File: src/hw/rtl/sxh_pkg.sv
// Shared constants, register indexes and unit request/response types for the hash block.
package sxh_pkg;

  localparam int SEG_LEN = 32;
  localparam int POS_W   = $clog2(SEG_LEN + 1);
  localparam int BYTE_W  = 8;
  localparam int HASH_W  = 64;
  localparam int CFG_W   = 32;
  localparam int ADDR_W  = 3;
  localparam int IDX_W   = ADDR_W - 2;
  localparam int CNT_W   = $clog2(HASH_W);

  localparam logic [IDX_W-1:0] REG_BASE_MULT = 1'b0;
  localparam logic [IDX_W-1:0] REG_MODULUS   = 1'b1;

  localparam logic [CFG_W-1:0] BASE_MULT_RST = 32'd31;
  localparam logic [CFG_W-1:0] MODULUS_RST   = 32'd4294967291;

  typedef struct packed {
    logic              start;
    logic [HASH_W-1:0] dividend;
    logic [CFG_W-1:0]  modulus;
  } div_req_t;

  typedef struct packed {
    logic             done;
    logic [CFG_W-1:0] remainder;
  } div_rsp_t;

endpackage

File: src/hw/rtl/sxh_if.sv
// Valid/ready channel interfaces for input bytes and hash results.
interface sxh_in_if;
  logic                      valid;
  logic                      ready;
  logic [sxh_pkg::BYTE_W-1:0] data_byte;
  logic                      is_last;

  modport source (output valid, output data_byte, output is_last, input ready);
  modport sink   (input valid, input data_byte, input is_last, output ready);
endinterface

interface sxh_out_if;
  logic                      valid;
  logic                      ready;
  logic [sxh_pkg::HASH_W-1:0] hash_sum;

  modport source (output valid, output hash_sum, input ready);
  modport sink   (input valid, input hash_sum, output ready);
endinterface

File: src/hw/rtl/sxh_div.sv
// Bit-serial remainder unit: 64-bit dividend modulo a 32-bit divisor, one bit per cycle.
module sxh_div (
  input  logic              clk,
  input  logic              rst,
  input  sxh_pkg::div_req_t req,
  output sxh_pkg::div_rsp_t rsp
);

  logic                         busy;
  logic [sxh_pkg::CNT_W-1:0]    cnt;
  logic [sxh_pkg::HASH_W-1:0]   dividend;
  logic [sxh_pkg::CFG_W-1:0]    divisor;
  logic [sxh_pkg::CFG_W-1:0]    rem;
  logic [sxh_pkg::CFG_W:0]      shifted;
  logic [sxh_pkg::CFG_W:0]      diff;
  logic [sxh_pkg::CFG_W-1:0]    rem_next;
  logic                         done;

  assign shifted = {rem, dividend[sxh_pkg::HASH_W-1]};
  assign diff    = shifted - {1'b0, divisor};

  always_comb begin
    if (shifted >= {1'b0, divisor}) begin
      rem_next = diff[sxh_pkg::CFG_W-1:0];
    end else begin
      rem_next = shifted[sxh_pkg::CFG_W-1:0];
    end
  end

  always_ff @(posedge clk) begin
    if (rst) begin
      busy <= 1'b0;
      done <= 1'b0;
      cnt  <= '0;
    end else begin
      done <= 1'b0;
      if (req.start && !busy) begin
        busy     <= 1'b1;
        cnt      <= '0;
        dividend <= req.dividend;
        divisor  <= req.modulus;
        rem      <= '0;
      end else if (busy) begin
        rem      <= rem_next;
        dividend <= {dividend[sxh_pkg::HASH_W-2:0], 1'b0};
        cnt      <= cnt + 1'b1;
        if (cnt == sxh_pkg::CNT_W'(sxh_pkg::HASH_W - 1)) begin
          busy <= 1'b0;
          done <= 1'b1;
        end
      end
    end
  end

  assign rsp.done      = done;
  assign rsp.remainder = rem;

endmodule

File: src/hw/rtl/sxh_core.sv
// Byte sequencer: shared 32x32 multiplier, segment and total bookkeeping, result register.
module sxh_core (
  input  logic                      clk,
  input  logic                      rst,
  sxh_in_if.sink                    in_ch,
  sxh_out_if.source                 out_ch,
  input  logic [sxh_pkg::CFG_W-1:0] base_mult,
  input  logic [sxh_pkg::CFG_W-1:0] modulus,
  output sxh_pkg::div_req_t         div_req,
  input  sxh_pkg::div_rsp_t         div_rsp
);

  localparam logic [2:0] ST_IDLE   = 3'd0;
  localparam logic [2:0] ST_MUL_LO = 3'd1;
  localparam logic [2:0] ST_MUL_HI = 3'd2;
  localparam logic [2:0] ST_ADD    = 3'd3;
  localparam logic [2:0] ST_DIV    = 3'd4;
  localparam logic [2:0] ST_POST   = 3'd5;
  localparam logic [2:0] ST_EMIT   = 3'd6;

  logic [2:0]                   state;
  logic [sxh_pkg::HASH_W-1:0]   seg;
  logic [sxh_pkg::HASH_W-1:0]   total;
  logic [sxh_pkg::POS_W-1:0]    pos;
  logic [sxh_pkg::POS_W-1:0]    pos_inc;
  logic [sxh_pkg::BYTE_W-1:0]   cur_byte;
  logic                         last;
  logic [sxh_pkg::HASH_W-1:0]   acc;
  logic [sxh_pkg::HASH_W-1:0]   preg;
  logic [sxh_pkg::CFG_W-1:0]    mul_a;
  logic [sxh_pkg::HASH_W-1:0]   prod;
  logic [sxh_pkg::HASH_W-1:0]   cur_ext;
  logic [sxh_pkg::HASH_W-1:0]   in_ext;
  logic                         out_valid;
  logic [sxh_pkg::HASH_W-1:0]   out_hash;

  assign in_ext  = {{(sxh_pkg::HASH_W - sxh_pkg::BYTE_W){in_ch.data_byte[sxh_pkg::BYTE_W-1]}},
                    in_ch.data_byte};
  assign cur_ext = {{(sxh_pkg::HASH_W - sxh_pkg::BYTE_W){cur_byte[sxh_pkg::BYTE_W-1]}},
                    cur_byte};

  assign mul_a   = (state == ST_MUL_LO) ? acc[sxh_pkg::CFG_W-1:0]
                                        : acc[sxh_pkg::HASH_W-1:sxh_pkg::CFG_W];
  assign prod    = {{sxh_pkg::CFG_W{1'b0}}, mul_a} * {{sxh_pkg::CFG_W{1'b0}}, base_mult};
  assign pos_inc = pos + 1'b1;

  assign in_ch.ready     = (state == ST_IDLE);
  assign out_ch.valid    = out_valid;
  assign out_ch.hash_sum = out_hash;

  assign div_req.start    = (state == ST_ADD) && (modulus != '0);
  assign div_req.dividend = acc + {preg[sxh_pkg::CFG_W-1:0], {sxh_pkg::CFG_W{1'b0}}};
  assign div_req.modulus  = modulus;

  always_ff @(posedge clk) begin
    if (rst) begin
      state     <= ST_IDLE;
      seg       <= '0;
      total     <= '0;
      pos       <= '0;
      out_valid <= 1'b0;
    end else begin
      if (out_valid && out_ch.ready && (state != ST_EMIT)) begin
        out_valid <= 1'b0;
      end
      case (state)
        ST_IDLE: begin
          if (in_ch.valid) begin
            acc      <= seg ^ in_ext;
            cur_byte <= in_ch.data_byte;
            last     <= in_ch.is_last;
            state    <= ST_MUL_LO;
          end
        end
        ST_MUL_LO: begin
          preg  <= prod;
          state <= ST_MUL_HI;
        end
        ST_MUL_HI: begin
          acc   <= preg + cur_ext;
          preg  <= prod;
          state <= ST_ADD;
        end
        ST_ADD: begin
          if (modulus == '0) begin
            seg   <= div_req.dividend;
            state <= ST_POST;
          end else begin
            state <= ST_DIV;
          end
        end
        ST_DIV: begin
          if (div_rsp.done) begin
            seg   <= {{(sxh_pkg::HASH_W - sxh_pkg::CFG_W){1'b0}}, div_rsp.remainder};
            state <= ST_POST;
          end
        end
        ST_POST: begin
          if (pos_inc >= sxh_pkg::POS_W'(sxh_pkg::SEG_LEN)) begin
            total <= total + seg;
            seg   <= '0;
            pos   <= '0;
            state <= last ? ST_EMIT : ST_IDLE;
          end else if (last) begin
            // pad the open segment with zero bytes
            pos      <= pos_inc;
            acc      <= seg;
            cur_byte <= '0;
            state    <= ST_MUL_LO;
          end else begin
            pos   <= pos_inc;
            state <= ST_IDLE;
          end
        end
        ST_EMIT: begin
          if (!out_valid || out_ch.ready) begin
            out_hash  <= total;
            out_valid <= 1'b1;
            total     <= '0;
            seg       <= '0;
            pos       <= '0;
            state     <= ST_IDLE;
          end
        end
        default: begin
          state <= ST_IDLE;
        end
      endcase
    end
  end

endmodule

File: src/hw/rtl/segmented_xor_mod_sum_hash.sv
// Top level of the segmented XOR/multiply/modulo hash with its register port.
// Takes one string byte per beat and returns one 64-bit sum per string, after the
// last byte has been processed. The input is not ready while a byte is processed: three
// steps on the shared 32x32 multiplier and adder, then the bit-serial remainder unit,
// which sets the rate; with a zero modulus the remainder unit is skipped. On the last
// byte the open segment is padded with zero bytes, each a further round, then the sum
// goes to the result register, which holds it while the next string is already being
// taken in. Registers: base multiplier at 0x0, modulus at 0x4; write only while no
// string is in progress.
module segmented_xor_mod_sum_hash (
  input  logic                       clk,
  input  logic                       rst,
  input  logic                       psel,
  input  logic                       penable,
  input  logic                       pwrite,
  input  logic [sxh_pkg::ADDR_W-1:0] paddr,
  input  logic [sxh_pkg::CFG_W-1:0]  pwdata,
  output logic [sxh_pkg::CFG_W-1:0]  prdata,
  output logic                       pready,
  sxh_in_if.sink                     in_ch,
  sxh_out_if.source                  out_ch
);

  logic [sxh_pkg::CFG_W-1:0] base_mult;
  logic [sxh_pkg::CFG_W-1:0] modulus;
  logic [sxh_pkg::IDX_W-1:0] reg_idx;
  sxh_pkg::div_req_t         div_req;
  sxh_pkg::div_rsp_t         div_rsp;

  assign pready  = 1'b1;
  assign reg_idx = paddr[sxh_pkg::ADDR_W-1:2];

  always_ff @(posedge clk) begin
    if (rst) begin
      base_mult <= sxh_pkg::BASE_MULT_RST;
      modulus   <= sxh_pkg::MODULUS_RST;
    end else if (psel && penable && pwrite && pready) begin
      case (reg_idx)
        sxh_pkg::REG_BASE_MULT: base_mult <= pwdata;
        sxh_pkg::REG_MODULUS:   modulus   <= pwdata;
        default: begin
        end
      endcase
    end
  end

  always_comb begin
    case (reg_idx)
      sxh_pkg::REG_BASE_MULT: prdata = base_mult;
      sxh_pkg::REG_MODULUS:   prdata = modulus;
      default:                prdata = '0;
    endcase
  end

  sxh_core u_core (
    .clk       (clk),
    .rst       (rst),
    .in_ch     (in_ch),
    .out_ch    (out_ch),
    .base_mult (base_mult),
    .modulus   (modulus),
    .div_req   (div_req),
    .div_rsp   (div_rsp)
  );

  sxh_div u_div (
    .clk (clk),
    .rst (rst),
    .req (div_req),
    .rsp (div_rsp)
  );

  a_busy_after_beat: assert property (@(posedge clk) disable iff (rst)
    (in_ch.valid && in_ch.ready) |=> !in_ch.ready)
    else $error("input ready stayed high after an accepted beat");

  a_no_result_after_beat: assert property (@(posedge clk) disable iff (rst)
    (in_ch.valid && in_ch.ready) |=> !$rose(out_ch.valid))
    else $error("result appeared straight after an input beat");

  a_result_from_busy: assert property (@(posedge clk) disable iff (rst)
    $rose(out_ch.valid) |-> $past(!in_ch.ready))
    else $error("result raised while the sequencer was idle");

endmodule
File: src/flat_wrapper.sv
// flat-port wrapper written by rule: the top's interface ports become plain ports
module segmented_xor_mod_sum_hash_flat 
  (clk, rst, psel, penable, pwrite, paddr, pwdata, prdata, pready, in_ch_valid, in_ch_data_byte, in_ch_is_last, in_ch_ready, out_ch_valid, out_ch_hash_sum, out_ch_ready);
  sxh_in_if in_ch_i ();
  sxh_out_if out_ch_i ();
  input  logic clk;
  input  logic rst;
  input  logic psel;
  input  logic penable;
  input  logic pwrite;
  input  logic [sxh_pkg::ADDR_W-1:0] paddr;
  input  logic [sxh_pkg::CFG_W-1:0] pwdata;
  output logic [sxh_pkg::CFG_W-1:0] prdata;
  output logic pready;
  input wire logic [$bits(in_ch_i.valid)-1:0] in_ch_valid;
  input wire logic [$bits(in_ch_i.data_byte)-1:0] in_ch_data_byte;
  input wire logic [$bits(in_ch_i.is_last)-1:0] in_ch_is_last;
  output wire logic [$bits(in_ch_i.ready)-1:0] in_ch_ready;
  output wire logic [$bits(out_ch_i.valid)-1:0] out_ch_valid;
  output wire logic [$bits(out_ch_i.hash_sum)-1:0] out_ch_hash_sum;
  input wire logic [$bits(out_ch_i.ready)-1:0] out_ch_ready;
  assign in_ch_i.valid = in_ch_valid;
  assign in_ch_i.data_byte = in_ch_data_byte;
  assign in_ch_i.is_last = in_ch_is_last;
  assign in_ch_ready = in_ch_i.ready;
  assign out_ch_valid = out_ch_i.valid;
  assign out_ch_hash_sum = out_ch_i.hash_sum;
  assign out_ch_i.ready = out_ch_ready;
  segmented_xor_mod_sum_hash u_core (.clk(clk), .rst(rst), .psel(psel), .penable(penable), .pwrite(pwrite), .paddr(paddr), .pwdata(pwdata), .prdata(prdata), .pready(pready), .in_ch(in_ch_i), .out_ch(out_ch_i));
endmodule
File: config.mk
export PLATFORM = sky130hd
export DESIGN_NAME = segmented_xor_mod_sum_hash_flat
export DESIGN_NICKNAME = d
export VERILOG_FILES = /design/src/hw/rtl/sxh_pkg.sv /design/src/hw/rtl/sxh_if.sv /design/src/hw/rtl/sxh_div.sv /design/src/hw/rtl/sxh_core.sv /design/src/hw/rtl/segmented_xor_mod_sum_hash.sv /design/src/flat_wrapper.sv
export SDC_FILE = /design/constraint.sdc
export NUM_CORES = 2
export LEC_CHECK = 0
export ABC_AREA = 1
export BUFFER_PORTS_ARGS = -buffer_cell sky130_fd_sc_hd__buf_2
export CORE_AREA = 2 2 400 402
export CTS_BUF_LIST = sky130_fd_sc_hd__clkbuf_8
export DETAILED_ROUTE_END_ITERATION = 10
export DIE_AREA = 0 0 402 404
export MAX_ROUTING_LAYER = met4
export PLACE_DENSITY_LB_ADDON = 0.12
export SYNTH_ARGS = -nofsm -noshare
export SYNTH_HDL_FRONTEND = slang
export SYNTH_HIERARCHICAL = 1
export SYNTH_SLANG_ARGS = --single-unit
File: constraint.sdc
create_clock -name clk -period 7.9 [get_ports clk]
set_input_delay 0.395 -clock clk [delete_from_list [all_inputs] [get_ports clk]]
set_output_delay 0.395 -clock clk [all_outputs]
set_load 0.02 [all_outputs]
==> reports/qor.txt <==
result of the run - finished, final reports clean
layout overhead on the synthesized area - 15.0%
1st-iter DRT viols - 4989
area occupied by multi-input gates - 49300 sq um
number of port buffers - 146
iteration count of the initial detailed-routing pass - 6
Max Clk Rate - 0.127 GHz
worst path setup slack after routing - 28.7 ps
Max Slew Vio Count - 0
GRT overflow - 0
number of CTS-inserted buffers - 100
syn avg cell area - 7.38 sq um
fraction of the cycle the final worst path needs - 0.996
normalized max-slew margin - 0.142
FF-to-FF Start - u_core/u_core/state[0]$_SDFFE_PP0P_
number of nets at the end of the flow - 11400
Clock Pin Slew Worst Setup and Hold Paths - 60 ps
flip-flop and latch area - 14100 sq um
residual DRC count - 0
highest net fanout along the worst path - 6
utilization after layout - 0.515
number of cells produced by synthesis - 9586
row count - 146
count of H-tree levels built during CTS - 3
Reg2Reg Setup Slack - 30 ps
detailed-route wire length per cell - 23.5 um
kind of capture point of the worst setup path - flop
Overall Global Routing Usage - 0.362
startpoint of the worst hold path - rst
Avg Vias per Cell - 5.28
share of async-settable or async-resettable flops after synthesis - 0
shortest clock period the worst path allows after layout - 7870 ps
data arrival time of the worst path - 8420 ps
placed inst area - 76300 sq um
worst hold path depth - 2
Clock Tree Buf Depth - 3
Least-Margin Pin Slew - 1290 ps
Placeable Area - 158000 sq um
most numerous cell on the critical path - sky130_fd_sc_hd__fa_1
reg2reg path depth - 36
HPWL reported at the end of detailed placement - 240000 um
clock insertion delay at the later pin of the skew report - 880 ps
gp weighted congestion - 1.05
startpoint kind of the worst setup timing path - flop
setup_tns - 0 ps
number of global-route vias before repair - 65400
worst setup skew after layout - 81.3 ps
initial cell density of the core - 0.448
CTS Root Cell - sky130_fd_sc_hd__clkbuf_8
number of failing setup endpoints in the final timing report - 0
Worst R2R End - u_core/u_core/preg[53]$_DFFE_PP_
post-synthesis cell area - 70700 sq um
final non-filler cell area - 81300 sq um
width of the chip - 402 um
Place WS - -245 ps
maximum single-stage delay on the critical path - 580 ps
critical path required time - 8450 ps
cell with the largest stage delay on the worst path - sky130_fd_sc_hd__fa_1
height of the die - 404 um
kind of critical path - reg -> reg
number of clock sinks - 539
area of the die - 162000 sq um
largest net degree at the start of global routing - 72
max-cap viol count - 0
number of top-level design ports - 150
post-synth net total - 11000
worst min-delay path class - in -> reg
number of endpoints with negative hold slack in the final report - 0
share of synthesized area occupied by flip-flops and latches - 0.199
antenna violation net count after detailed routing - 0
Routed Wire Length - 287000 um
CTS tree - yes
count of vias placed by the detailed router - 64400
number of antenna violations at the first check in global routing - 6
layout cells sized above 1 - 0.132
number of enable-type register cells in the synthesized netlist - 329
Worst Setup SP - u_core/u_core/state[0]$_SDFFE_PP0P_
global-route wire length before repair - 419000 um
setup repair after global routing missed its margin - true
Synth Flop Type - sky130_fd_sc_hd__edfxtp_1
count of state elements after synthesis - 539
Hold EP - u_core/u_core/out_ch.valid$_SDFF_PP0_
count of distinct cell types in the synthesized netlist - 52
synthesis warning total - 6
Filler cells - 15900
## registers in the layout, indices dropped and copies added (netlist names)
name and flops:
u_core/u_div/done 1, u_core/u_core/last 1, u_core/u_div/busy 1, u_core/u_core/out_ch.hash_sum 64, u_core/u_core/out_ch.valid 1, u_core/u_core/cur_byte 8
u_core/u_div/rem 32, u_core/u_core/acc 64, u_core/u_core/seg 64, u_core/u_core/state 3, u_core/u_core/total 64, u_core/modulus 32
u_core/base_mult 32, u_core/u_core/pos 6, u_core/u_core/preg 64, u_core/u_div/dividend 64, u_core/u_div/cnt 6, u_core/u_div/divisor 32
## worst max-delay path, delay by kind of cell (launching register included)
kind                     cells  cell delay, ps
AND/OR/NAND/NOR             10            1080
adder cells (fa/ha/maj)      9            4380
AO/OA/AOI/OAI                1             210
buffers and inverters       16            1510
flip-flops                   1             330
## cells by family after synthesis
| family | count (synthesis) | synth area share |
|---|---|---|
| other | 1 | 0.0000530 |
| multiplexers | 1 | 0.000142 |
| AND/OR/NAND/NOR | 4571 | 0.262 |
| XOR/XNOR | 123 | 0.0152 |
| flip-flops | 539 | 0.199 |
| buffers and inverters | 2219 | 0.127 |
| adder cells (fa/ha/maj) | 1354 | 0.335 |
| AO/OA/AOI/OAI | 778 | 0.0618 |
## routing by layer
layer / track usage / wire length (um)
met2: 0.611 / 139000
met4: 0.206 / 20000
met5: - / 0
met1: 0.421 / 110000
met3: 0.0392 / 17200
## cell usage after synthesis, types with 8 or more instances
cell | number | area [sq um]
sky130_fd_sc_hd__xor2_1 | 83 | 727
sky130_fd_sc_hd__clkbuf_1 | 154 | 578
sky130_fd_sc_hd__a21oi_1 | 464 | 2320
sky130_fd_sc_hd__o21ai_1 | 14 | 70.1
sky130_fd_sc_hd__nor3_1 | 56 | 280
sky130_fd_sc_hd__or2_2 | 81 | 507
sky130_fd_sc_hd__inv_2 | 29 | 109
sky130_fd_sc_hd__and2_1 | 27 | 169
sky130_fd_sc_hd__buf_4 | 100 | 751
sky130_fd_sc_hd__dfxtp_1 | 210 | 4200
sky130_fd_sc_hd__o21ai_4 | 10 | 163
sky130_fd_sc_hd__nand4_1 | 39 | 244
sky130_fd_sc_hd__nand2_2 | 8 | 50.1
sky130_fd_sc_hd__buf_1 | 8 | 30.0
sky130_fd_sc_hd__clkinv_1 | 10 | 37.5
sky130_fd_sc_hd__ha_1 | 454 | 5680
sky130_fd_sc_hd__o21a_1 | 11 | 82.6
sky130_fd_sc_hd__nor4_1 | 8 | 50.1
sky130_fd_sc_hd__o21bai_1 | 25 | 188
sky130_fd_sc_hd__edfxtp_1 | 329 | 9880
sky130_fd_sc_hd__o21ai_0 | 178 | 891
sky130_fd_sc_hd__fa_1 | 900 | 18000
sky130_fd_sc_hd__buf_2 | 90 | 450
sky130_fd_sc_hd__nand2_1 | 2673 | 10000
sky130_fd_sc_hd__xnor2_1 | 40 | 350
sky130_fd_sc_hd__o21ai_2 | 11 | 96.3
sky130_fd_sc_hd__a21o_1 | 10 | 75.1
sky130_fd_sc_hd__nor2_1 | 1206 | 4530
sky130_fd_sc_hd__nand3b_1 | 40 | 300
sky130_fd_sc_hd__a32o_1 | 32 | 320
sky130_fd_sc_hd__nor2_2 | 15 | 93.8
sky130_fd_sc_hd__nand3_2 | 14 | 140
sky130_fd_sc_hd__buf_6 | 18 | 203
sky130_fd_sc_hd__nand3_1 | 388 | 1940
sky130_fd_sc_hd__inv_1 | 1808 | 6790
## how the worst max path moves through the flow
stage	end	slack [ps]	cells past startpoint
after detailed placement	u_core/u_core/preg[57]$_DFFE_PP_	-240	29
after global placement	u_core/u_core/preg[57]$_DFFE_PP_	-230	29
after floorplan	u_core/u_core/preg[39]$_DFFE_PP_	710	33
final	u_core/u_core/preg[53]$_DFFE_PP_	30	36
after global routing	u_core/u_core/preg[53]$_DFFE_PP_	-180	36
after CTS	u_core/u_core/preg[51]$_DFFE_PP_	-60	30
## placed cells by master, fill, tap and decap left out, drive strengths merged, types with 11 or more instances in the layout
master       count
a21oi          465
dlygate4sd3     42
o21bai          25
buf            665
nand2         2684
xnor2           40
ha             454
dfxtp          210
fa             900
nor3            58
and2            27
o21a            11
nand3          403
a32o            32
nor2          1227
inv           1862
o21ai          213
clkbuf         117
edfxtp         329
nand3b          40
clkinv          41
nand4           39
or2             81
xor2            83
## repair_timing
action | 4_1_cts | 5_1_grt
hold endpoints to repair | 78 | 0
pin swaps | 20 | 147
hold buffers | 42 | 0
setup endpoints to repair | 35 | 46
gates cloned | 1 | 6
buffers inserted | 10 | 39
resized for setup | 90 | 419
## area by class of cell
class                      instances  area share
timing repair buffer             712      0.0748
inverter                        1848      0.0860
multi-input combinational       6828       0.607
tap                             2072      0.0319
sequential                       539       0.173
antenna                            6    0.000185
clock buffer                     112      0.0190
clock inverter                    75     0.00817
## stage by stage
step | std cells | hold WS, ps
after floorplan | 9586 | 435
after global placement | 11900 | 450
after detailed placement | 11900 | 464
after CTS | 12100 | 31.4
after global routing | 12200 | 86.8
final | 12200 | 114
Power is left out: the tool's default activity adds up to more than one toggle a clock period on the data nets, which glitch-free logic cannot reach.
